--- src/rtl/core/dbnc_pkg.sv ---
`timescale 1ns / 1ps

package dbnc_pkg;

    localparam int NUM_PINS    = 40;
    localparam int TICK_PERIOD = 1;
    localparam int FIRST_PIN   = 0;

    localparam int PIN_W    = 6;
    localparam int LEVELS_W = 40;
    localparam int RAW_W    = 16;
    localparam int COUNT_W  = 17;
    localparam int IDX_W    = (NUM_PINS > 1) ? $clog2(NUM_PINS) : 1;

    // threshold entry: notify flag on top of the tick threshold
    localparam int THR_ENTRY_W = RAW_W + 1;

    // ceil(raw / TICK_PERIOD) as (raw + P - 1) * ceil(2^S / P) >> S, exact for the 17-bit sum
    localparam int NUM_W      = RAW_W + 1;
    localparam int TICK_SHIFT = NUM_W + 10;
    localparam int RECIP_W    = TICK_SHIFT + 1;
    localparam int PROD_W     = NUM_W + RECIP_W;
    localparam logic [RECIP_W-1:0] TICK_RECIP =
        RECIP_W'(((64'd1 << TICK_SHIFT) + 64'(TICK_PERIOD) - 64'd1) / 64'(TICK_PERIOD));

    typedef enum logic [1:0] {
        CMD_EDGE  = 2'd0,
        CMD_TICK  = 2'd1,
        CMD_REG   = 2'd2,
        CMD_UNREG = 2'd3
    } t_cmd;

    typedef enum logic [2:0] {
        ST_IDLE = 3'b001,
        ST_SCAN = 3'b010,
        ST_DONE = 3'b100
    } t_state;

    typedef struct packed {
        logic             valid;
        logic [PIN_W-1:0] pin;
        logic             level;
    } t_note;

endpackage

--- src/rtl/core/dbnc_ram.sv ---
`timescale 1ns / 1ps

module dbnc_ram #(
    parameter int WIDTH = 8,
    parameter int DEPTH = 16
) (
    input  logic                                  i_clk,
    input  logic                                  i_wr_en,
    input  logic [((DEPTH > 1) ? $clog2(DEPTH) : 1)-1:0] i_wr_addr,
    input  logic [WIDTH-1:0]                      i_wr_data,
    input  logic                                  i_rd_en,
    input  logic [((DEPTH > 1) ? $clog2(DEPTH) : 1)-1:0] i_rd_addr,
    output logic [WIDTH-1:0]                      o_rd_data
);

    logic [WIDTH-1:0] r_mem [DEPTH];
    logic [WIDTH-1:0] r_rd_data;

    always_ff @(posedge i_clk) begin
        if (i_wr_en) begin
            r_mem[i_wr_addr] <= i_wr_data;
        end
        if (i_rd_en) begin
            r_rd_data <= r_mem[i_rd_addr];
        end
    end

    assign o_rd_data = r_rd_data;

endmodule

--- src/rtl/core/multi_pin_gpio_debouncer_core.sv ---
`timescale 1ns / 1ps

// Per-pin debouncer for up to NUM_PINS pins, driven by edge, tick, register and unregister
// beats. Edge, register and unregister beats, and a tick that finds the timer stopped or
// nothing pending, are handled in the idle state. A tick that starts a scan walks the tick
// counts, which live in a single-port-read memory, one pin entry a cycle, the first read
// starting with the tick and a done state flushing the last notification. The walk pauses
// while a second notification waits on a stalled output register, and so does the flush.
// Notifications of one tick come out in pin order, the final one with o_last set; the next
// beat is taken while the last notification still waits at the output.
// Threshold and count stores keep a valid bit per pin, so no clearing pass follows reset.

module multi_pin_gpio_debouncer_core (
    input  logic                           i_clk,
    input  logic                           i_rst_n,
    input  logic                           i_in_valid,
    output logic                           o_in_stall,
    input  logic [1:0]                     i_command,
    input  logic [dbnc_pkg::PIN_W-1:0]     i_pin,
    input  logic [dbnc_pkg::LEVELS_W-1:0]  i_pin_levels,
    input  logic [dbnc_pkg::RAW_W-1:0]     i_threshold_raw,
    input  logic                           i_initial_level,
    input  logic                           i_notify_enable,
    output logic                           o_out_valid,
    input  logic                           i_out_stall,
    output logic [dbnc_pkg::PIN_W-1:0]     o_settled_pin,
    output logic                           o_settled_level,
    output logic                           o_last
);

    localparam int NP = dbnc_pkg::NUM_PINS;
    localparam int IW = dbnc_pkg::IDX_W;
    localparam int CW = dbnc_pkg::COUNT_W;
    localparam int RW = dbnc_pkg::RAW_W;
    localparam logic [IW-1:0] IDX_FIRST = IW'(dbnc_pkg::FIRST_PIN);
    localparam logic [IW-1:0] IDX_LAST  = IW'(NP - 1);

    dbnc_pkg::t_state r_state, n_state;
    logic [NP-1:0]    r_pending, n_pending;
    logic [NP-1:0]    r_latched, n_latched;
    logic [NP-1:0]    r_cnt_vld, n_cnt_vld;
    logic [NP-1:0]    r_thr_vld, n_thr_vld;
    logic [NP-1:0]    r_sample, n_sample;
    logic             r_timer, n_timer;
    logic [IW-1:0]    r_idx, n_idx;
    dbnc_pkg::t_note  r_hold, n_hold;
    dbnc_pkg::t_note  r_out, n_out;
    logic             r_out_last, n_out_last;

    logic                               w_accept;
    logic                               w_pin_ok;
    logic [IW-1:0]                      w_pin_idx;
    logic [63:0]                        w_levels_ext;
    logic [dbnc_pkg::NUM_W-1:0]         w_num;
    logic [dbnc_pkg::PROD_W-1:0]        w_prod;
    logic [RW-1:0]                      w_ticks;

    logic                               w_rd_en;
    logic [IW-1:0]                      w_rd_addr;
    logic                               w_cnt_wr_en;
    logic [CW-1:0]                      w_cnt_wr_data;
    logic                               w_thr_wr_en;
    logic [dbnc_pkg::THR_ENTRY_W-1:0]   w_thr_wr_data;
    logic [CW-1:0]                      w_cnt_rdata;
    logic [dbnc_pkg::THR_ENTRY_W-1:0]   w_thr_rdata;

    logic [CW-1:0]                      w_cnt;
    logic [RW-1:0]                      w_thr;
    logic                               w_ntf;
    logic                               w_act;
    logic                               w_settle;
    logic                               w_emit;
    logic                               w_out_free;

    assign o_in_stall = (r_state != dbnc_pkg::ST_IDLE);
    assign w_accept   = i_in_valid && !o_in_stall;
    assign w_out_free = !r_out.valid || !i_out_stall;

    assign w_pin_ok  = ({1'b0, i_pin} >= 7'(dbnc_pkg::FIRST_PIN)) && ({1'b0, i_pin} < 7'(NP));
    assign w_pin_idx = i_pin[IW-1:0];
    assign w_levels_ext = 64'(i_pin_levels);

    // rounding up to whole ticks
    assign w_num   = {1'b0, i_threshold_raw} + dbnc_pkg::NUM_W'(dbnc_pkg::TICK_PERIOD - 1);
    assign w_prod  = dbnc_pkg::PROD_W'(w_num) * dbnc_pkg::PROD_W'(dbnc_pkg::TICK_RECIP);
    assign w_ticks = w_prod[dbnc_pkg::TICK_SHIFT +: RW];

    assign w_thr_wr_en   = w_accept && (dbnc_pkg::t_cmd'(i_command) == dbnc_pkg::CMD_REG)
                           && w_pin_ok;
    assign w_thr_wr_data = {i_notify_enable, w_ticks};

    // entries with a clear valid bit read as zero
    assign w_cnt = r_cnt_vld[r_idx] ? w_cnt_rdata : '0;
    assign w_thr = r_thr_vld[r_idx] ? w_thr_rdata[RW-1:0] : '0;
    assign w_ntf = r_thr_vld[r_idx] && w_thr_rdata[RW];

    assign w_act    = r_pending[r_idx] && (r_latched[r_idx] != r_sample[r_idx]);
    assign w_settle = w_act && (w_cnt > {1'b0, w_thr});
    assign w_emit   = w_settle && w_ntf;

    always_comb begin
        n_state    = r_state;
        n_pending  = r_pending;
        n_latched  = r_latched;
        n_cnt_vld  = r_cnt_vld;
        n_thr_vld  = r_thr_vld;
        n_sample   = r_sample;
        n_timer    = r_timer;
        n_idx      = r_idx;
        n_hold     = r_hold;
        n_out      = r_out;
        n_out_last = r_out_last;

        w_rd_en       = 1'b0;
        w_rd_addr     = IDX_FIRST;
        w_cnt_wr_en   = 1'b0;
        w_cnt_wr_data = '0;

        if (r_out.valid && !i_out_stall) begin
            n_out.valid = 1'b0;
        end

        case (r_state)
            dbnc_pkg::ST_IDLE: begin
                if (w_accept) begin
                    case (dbnc_pkg::t_cmd'(i_command))
                        dbnc_pkg::CMD_EDGE: begin
                            if (w_pin_ok) begin
                                n_pending[w_pin_idx] = 1'b1;
                                n_timer              = 1'b1;
                            end
                        end
                        dbnc_pkg::CMD_TICK: begin
                            if (r_timer) begin
                                if (r_pending == '0) begin
                                    n_timer = 1'b0;
                                end else begin
                                    n_sample = w_levels_ext[NP-1:0];
                                    n_idx    = IDX_FIRST;
                                    w_rd_en  = 1'b1;
                                    n_state  = dbnc_pkg::ST_SCAN;
                                end
                            end
                        end
                        dbnc_pkg::CMD_REG: begin
                            if (w_pin_ok) begin
                                n_thr_vld[w_pin_idx] = 1'b1;
                                n_latched[w_pin_idx] = i_initial_level;
                            end
                        end
                        dbnc_pkg::CMD_UNREG: begin
                            if (w_pin_ok) begin
                                n_thr_vld[w_pin_idx] = 1'b0;
                                n_cnt_vld[w_pin_idx] = 1'b0;
                            end
                        end
                        default: begin
                        end
                    endcase
                end
            end
            dbnc_pkg::ST_SCAN: begin
                // a second notification needs the held one pushed out first
                if (!(w_emit && r_hold.valid && !w_out_free)) begin
                    if (w_act) begin
                        w_cnt_wr_en      = 1'b1;
                        w_cnt_wr_data    = w_settle ? '0 : w_cnt + CW'(1);
                        n_cnt_vld[r_idx] = 1'b1;
                    end
                    if (w_settle) begin
                        n_latched[r_idx] = r_sample[r_idx];
                        n_pending[r_idx] = 1'b0;
                    end
                    if (w_emit) begin
                        if (r_hold.valid) begin
                            n_out      = r_hold;
                            n_out_last = 1'b0;
                        end
                        n_hold.valid = 1'b1;
                        n_hold.pin   = dbnc_pkg::PIN_W'(r_idx);
                        n_hold.level = r_sample[r_idx];
                    end
                    if (r_idx == IDX_LAST) begin
                        n_state = dbnc_pkg::ST_DONE;
                    end else begin
                        n_idx     = r_idx + IW'(1);
                        w_rd_en   = 1'b1;
                        w_rd_addr = r_idx + IW'(1);
                    end
                end
            end
            dbnc_pkg::ST_DONE: begin
                if (!r_hold.valid) begin
                    n_state = dbnc_pkg::ST_IDLE;
                end else if (w_out_free) begin
                    n_out        = r_hold;
                    n_out_last   = 1'b1;
                    n_hold.valid = 1'b0;
                    n_state      = dbnc_pkg::ST_IDLE;
                end
            end
            default: begin
                n_state = dbnc_pkg::ST_IDLE;
            end
        endcase
    end

    always_ff @(posedge i_clk) begin
        if (!i_rst_n) begin
            r_state     <= dbnc_pkg::ST_IDLE;
            r_pending   <= '0;
            r_latched   <= '0;
            r_cnt_vld   <= '0;
            r_thr_vld   <= '0;
            r_timer     <= 1'b0;
            r_hold.valid <= 1'b0;
            r_out.valid  <= 1'b0;
        end else begin
            r_state     <= n_state;
            r_pending   <= n_pending;
            r_latched   <= n_latched;
            r_cnt_vld   <= n_cnt_vld;
            r_thr_vld   <= n_thr_vld;
            r_timer     <= n_timer;
            r_hold.valid <= n_hold.valid;
            r_out.valid  <= n_out.valid;
        end
        r_sample     <= n_sample;
        r_idx        <= n_idx;
        r_hold.pin   <= n_hold.pin;
        r_hold.level <= n_hold.level;
        r_out.pin    <= n_out.pin;
        r_out.level  <= n_out.level;
        r_out_last   <= n_out_last;
    end

    dbnc_ram #(
        .WIDTH (CW),
        .DEPTH (NP)
    ) u_cnt_ram (
        .i_clk     (i_clk),
        .i_wr_en   (w_cnt_wr_en),
        .i_wr_addr (r_idx),
        .i_wr_data (w_cnt_wr_data),
        .i_rd_en   (w_rd_en),
        .i_rd_addr (w_rd_addr),
        .o_rd_data (w_cnt_rdata)
    );

    dbnc_ram #(
        .WIDTH (dbnc_pkg::THR_ENTRY_W),
        .DEPTH (NP)
    ) u_thr_ram (
        .i_clk     (i_clk),
        .i_wr_en   (w_thr_wr_en),
        .i_wr_addr (w_pin_idx),
        .i_wr_data (w_thr_wr_data),
        .i_rd_en   (w_rd_en),
        .i_rd_addr (w_rd_addr),
        .o_rd_data (w_thr_rdata)
    );

    assign o_out_valid     = r_out.valid;
    assign o_settled_pin   = r_out.pin;
    assign o_settled_level = r_out.level;
    assign o_last          = r_out_last;

    a_hold_flushed: assert property (@(posedge i_clk) disable iff (!i_rst_n)
        (r_state == dbnc_pkg::ST_IDLE) |-> !r_hold.valid)
        else $error("held notification left behind at end of scan");

    a_timer_pending: assert property (@(posedge i_clk) disable iff (!i_rst_n)
        !r_timer |-> (r_pending == '0))
        else $error("pin pending while tick timer stopped");

    a_out_from_scan: assert property (@(posedge i_clk) disable iff (!i_rst_n)
        $rose(r_out.valid) |-> ($past(r_state) != dbnc_pkg::ST_IDLE))
        else $error("notification loaded outside a scan");

    a_idx_range: assert property (@(posedge i_clk) disable iff (!i_rst_n)
        (r_state == dbnc_pkg::ST_SCAN) |-> ((r_idx >= IDX_FIRST) && (r_idx <= IDX_LAST)))
        else $error("scan index out of pin range");

endmodule

--- config.mk ---
export PLATFORM = sky130hd
export DESIGN_NAME = multi_pin_gpio_debouncer_core
export DESIGN_NICKNAME = d
export VERILOG_FILES = /design/src/rtl/core/dbnc_pkg.sv /design/src/rtl/core/dbnc_ram.sv /design/src/rtl/core/multi_pin_gpio_debouncer_core.sv
export SDC_FILE = /design/constraint.sdc
export NUM_CORES = 2
export LEC_CHECK = 0
export BUFFER_PORTS_ARGS = -buffer_cell sky130_fd_sc_hd__buf_2
export CORE_MARGIN = 8
export CORE_UTILIZATION = 36
export DETAILED_ROUTE_END_ITERATION = 12
export PLACE_DENSITY_LB_ADDON = 0.3
export SLEW_MARGIN = 10
export SYNTH_ARGS = -nofsm -noshare
export SYNTH_HDL_FRONTEND = slang
export SYNTH_SLANG_ARGS = --single-unit
--- constraint.sdc ---
create_clock -name i_clk -period 7.7 [get_ports i_clk]
set_clock_uncertainty 0.2 [all_clocks]
set_input_delay 0.77 -clock i_clk [delete_from_list [all_inputs] [get_ports i_clk]]
set_output_delay 0.77 -clock i_clk [all_outputs]
set_load 0.05 [all_outputs]
==> results.toml <==
[place]
place.gp.congestion = 0.962
dpl.hpwl_um = 129000
placed_cells = 7238
placed_cell_area_sq_um = 70600
port_buffers = 79
dpl_worst_slack_ns = 0.646

[logic_synthesis]
ys_ff_latch = 1621
avgSynthCellArea_sq_um = 13.7
syn-instance-count = 4859
synth_edf_count = 1455
syn_nets = 4947
async_flop_share_pct = 0
seq_area_frac_synth_pct = 70.7
yosysWarnings = 0
ys_types = 80
synth_flop_cell = "edfxtp_1"
synth_area_sq_um = 66500

[global_route]
grt_pass1_vias = 41800
grt_first_pass_wirelength_um = 303000
grtUsageTotal_pct = 20.4
grt-ovfl-total = 0
antenna_found_initial = 11
grt_max_degree = 110

[detailed_routing]
drcViolationCount = 0
drt-total-wl_um = 209000
wl_per_cell_um = 27.6
postRouteAntennaNets = 0
routed_via_density = 5.78
drt_iter0_drc = 5361
vias = 43900
dr.pass1.iters = 6

[floorplan]
io_pins = 80
die_y_um = 446
dieArea_sq_um = 199000
start_util_pct = 36.3
die-width_um = 446
placementRows = 157
core-area_sq_um = 183000

[clock_network]
clock_sinks = 1621
cts-buffers-inserted = 172
cts_tree = "yes"
clkLatencyLatePin_ns = 0.85
cts_resized = 0
cts_max_path_buffers = 3
cts_root_buf = "clkbuf_16"
clk_pin_slew_ns = 0.06
h-tree-depth = 4

[critical_path]
r2r_slack_ns = 0.53
critPathTopFamily = "compound AO/OA/AOI/OAI gates"
critPathKind = "register to register"
critPathLaunchType = "register"
r2r_start = "r_idx[0]$_SDFFCE_PN0P_"
path_cells = "buf_4 -> mux4_2 -> mux2_2 -> a221o_1 -> or2_2 -> nand2_1 -> ha_1 -> a21oi_1 -> o21ai_0 -> a211oi_1 -> a311oi_1 -> a21oi_2 -> nor2_4 -> a21oi_1 -> nand2_1 -> o31ai_4 -> buf_4"
crit_cells = 17
reg2reg_to = "u_cnt_ram.o_rd_data[8]$_DFFE_PP_"
crit_path_end_kind = "register"
worst-path-buf-inv = 2
r2r_cells = 17
cp_max_fo = 34
cp_slowest_cell = "edfxtp_1"
worstPathArrival_ns = 7.40
endpoint = "u_cnt_ram.o_rd_data[8]$_DFFE_PP_"
slowest_delay_ns = 0.77
worstSetupStartpoint = "r_idx[0]$_SDFFCE_PN0P_"
required_ns = 7.93

[run]
maxCapViolCount = 0

[status]
status = "finished clean"

[worst_hold_path]
hold_depth = 3
hold_path_class = "primary input to register"

[final_layout]
drive_above_1_share_pct = 15.3
nets = 5076
num-fill-cells = 16600
fin_cells = 7589
syn2layout_area_growth_pct = 14.9
fin_area_sq_um = 76400

[sta]
tightest_slew_ns = 1.28
finalHoldViolCount = 0
post-route-min-period_ns = 7.17
fin_setup_tns_ns = 0
max_freq_mhz = 140
drv_slew = 0
period_share_pct = 93.1
fin_ws_ns = 0.532
rsz0062_at_grt = "false"
slew_headroom_pct = 14.7
setup_violations = 0

[power_and_ir_drop]
cellPowerDensity_nw_per_um2 = 232
vdd.ir_drop.worst_mv = 0.245
power.leakage_nw = 25.9
==> Yosys cell counts, types with 18 or more instances <==
cell | n | area share (%)
a211oi_1 | 118 | 1.3
a21oi_1 | 198 | 1.5
a31oi_1 | 217 | 2.0
and2_1 | 32 | 0.30
and3_1 | 76 | 0.72
buf_1 | 24 | 0.14
buf_2 | 62 | 0.47
clkbuf_1 | 257 | 1.5
dfxtp_1 | 166 | 5.0
edfxtp_1 | 1455 | 66
ha_1 | 18 | 0.34
mux2i_1 | 39 | 0.59
mux4_2 | 120 | 4.1
nand2_1 | 859 | 4.9
nand3_1 | 38 | 0.29
nor2_1 | 340 | 1.9
nor3_1 | 34 | 0.26
o2111ai_1 | 34 | 0.45
o21a_1 | 50 | 0.56
o21ai_0 | 140 | 1.1
o21ai_1 | 25 | 0.19
o22a_1 | 104 | 1.4
o22ai_1 | 68 | 0.64
o2bb2ai_1 | 34 | 0.45
o311ai_0 | 25 | 0.33
o31ai_1 | 33 | 0.37
o32a_1 | 32 | 0.48
o32ai_1 | 37 | 0.49
==> cell type report <==
type / instances / area (sq um) / share of cell area (%)
diodes: 4 / 10.0 / 0.0131
clock buffers: 213 / 4530 / 5.93
clock inverters: 94 / 888 / 1.16
inverters: 20 / 82.6 / 0.108
multi-input cells: 2864 / 18400 / 24.1
flip-flops and latches: 1621 / 47000 / 61.5
well taps: 2464 / 3080 / 4.04
repair buffers: 309 / 2400 / 3.14
==> kinds of logic after synthesis <==
logic type               share of synthesized area, %
AO/OA/AOI/OAI                                    12.4
XOR/XNOR                                        0.224
adder cells (fa/ha/maj)                         0.339
buffers and inverters                            2.31
flip-flops                                       70.7
multiplexers                                     4.90
AND/OR/NAND/NOR                                  9.16
==> registers in the layout (all words and copies together) (netlist names), 6 cells and up, named ones only <==
signal	cells
o_settled_pin	6
r_hold	8
r_cnt_vld	40
u_thr_ram.o_rd_data	17
u_cnt_ram.r_mem	680
r_latched	40
u_thr_ram.r_mem	680
r_sample	40
r_pending	40
r_idx	6
u_cnt_ram.o_rd_data	17
==> worst min path at each step <==
stage / end / slack, ns / start
after detailed placement: register / 0.26 / register
after global placement: r_latched[18]$_SDFFE_PN0P_ / 0.25 / r_latched[18]$_SDFFE_PN0P_
after global routing: o_out_valid$_SDFF_PN0_ / 0.13 / i_out_stall
final: o_out_valid$_SDFF_PN0_ / 0.13 / i_out_stall
after CTS: o_out_valid$_SDFF_PN0_ / 0.09 / i_out_stall
after floorplan: r_hold[3]$_DFFE_PP_ / 0.22 / r_idx[2]$_SDFFCE_PN0P_
==> per-layer routing <==
layer  vias up  GRT usage, %  share of wire, %  wire length (um)
met5         -             0            0.0038                 8
met4         2          6.77               3.5              7390
met3       381          4.27               8.2             17100
met2      2045          31.8                46             96000
met1     22500          28.4                42             88900
li1      19000             -                 -                 -
==> tightest hold or removal path: stages <==
cell    delay [ns]
buf_2         0.08
and2_1        0.13
o21a_1        0.12
==> through the flow <==
step	hold WS, ns	util (%)	power (W)
after floorplan	0.221	-	0.00977
after global placement	0.249	38.5	0.00991
after detailed placement	0.257	38.5	0.00991
after CTS	0.0878	41.7	0.0178
after global routing	0.127	41.7	0.0182
final	0.133	41.7	0.0177
==> repair_timing <==
action,in CTS,in global routing
hold buffers,40,0
setup buffers,0,0
hold endpoints to repair,40,0
==> where the power goes <==
group | leakage (nW) | switching (W) | internal [W]
Combinational | 7.00 | 0.000186 | 0.0000470
Clock | 2.65 | 0.00357 | 0.00443
Sequential | 16.2 | 0.00000247 | 0.00951
Total | 25.9 | 0.00375 | 0.0140
==> cell usage in the layout, fill, tap and decap left out, types with 14 or more instances in the layout <==
master	instances
edfxtp_1	1455
nand2_1	853
nor2_1	266
a31oi_1	216
a21oi_1	195
buf_4	177
clkbuf_16	173
dfxtp_1	166
o21ai_0	140
mux4_2	120
a211oi_1	118
o22a_1	104
buf_2	78
and3_1	75
o22ai_1	68
nor2_2	62
o21a_1	50
dlygate4sd3_1	40
mux2i_1	39
o32ai_1	37
nand3_1	36
clkbuf_1	35
clkinv_1	34
o2111ai_1	34
o2bb2ai_1	34
o31ai_1	32
o32a_1	32
clkinv_2	32
and2_1	31
nor3_1	26
o311ai_0	25
o21ai_1	23
ha_1	18
inv_1	16
a22oi_1	14
nor4_1	14
nor2_4	14
buf_12	14
Power figures use the tool's default switching activity.
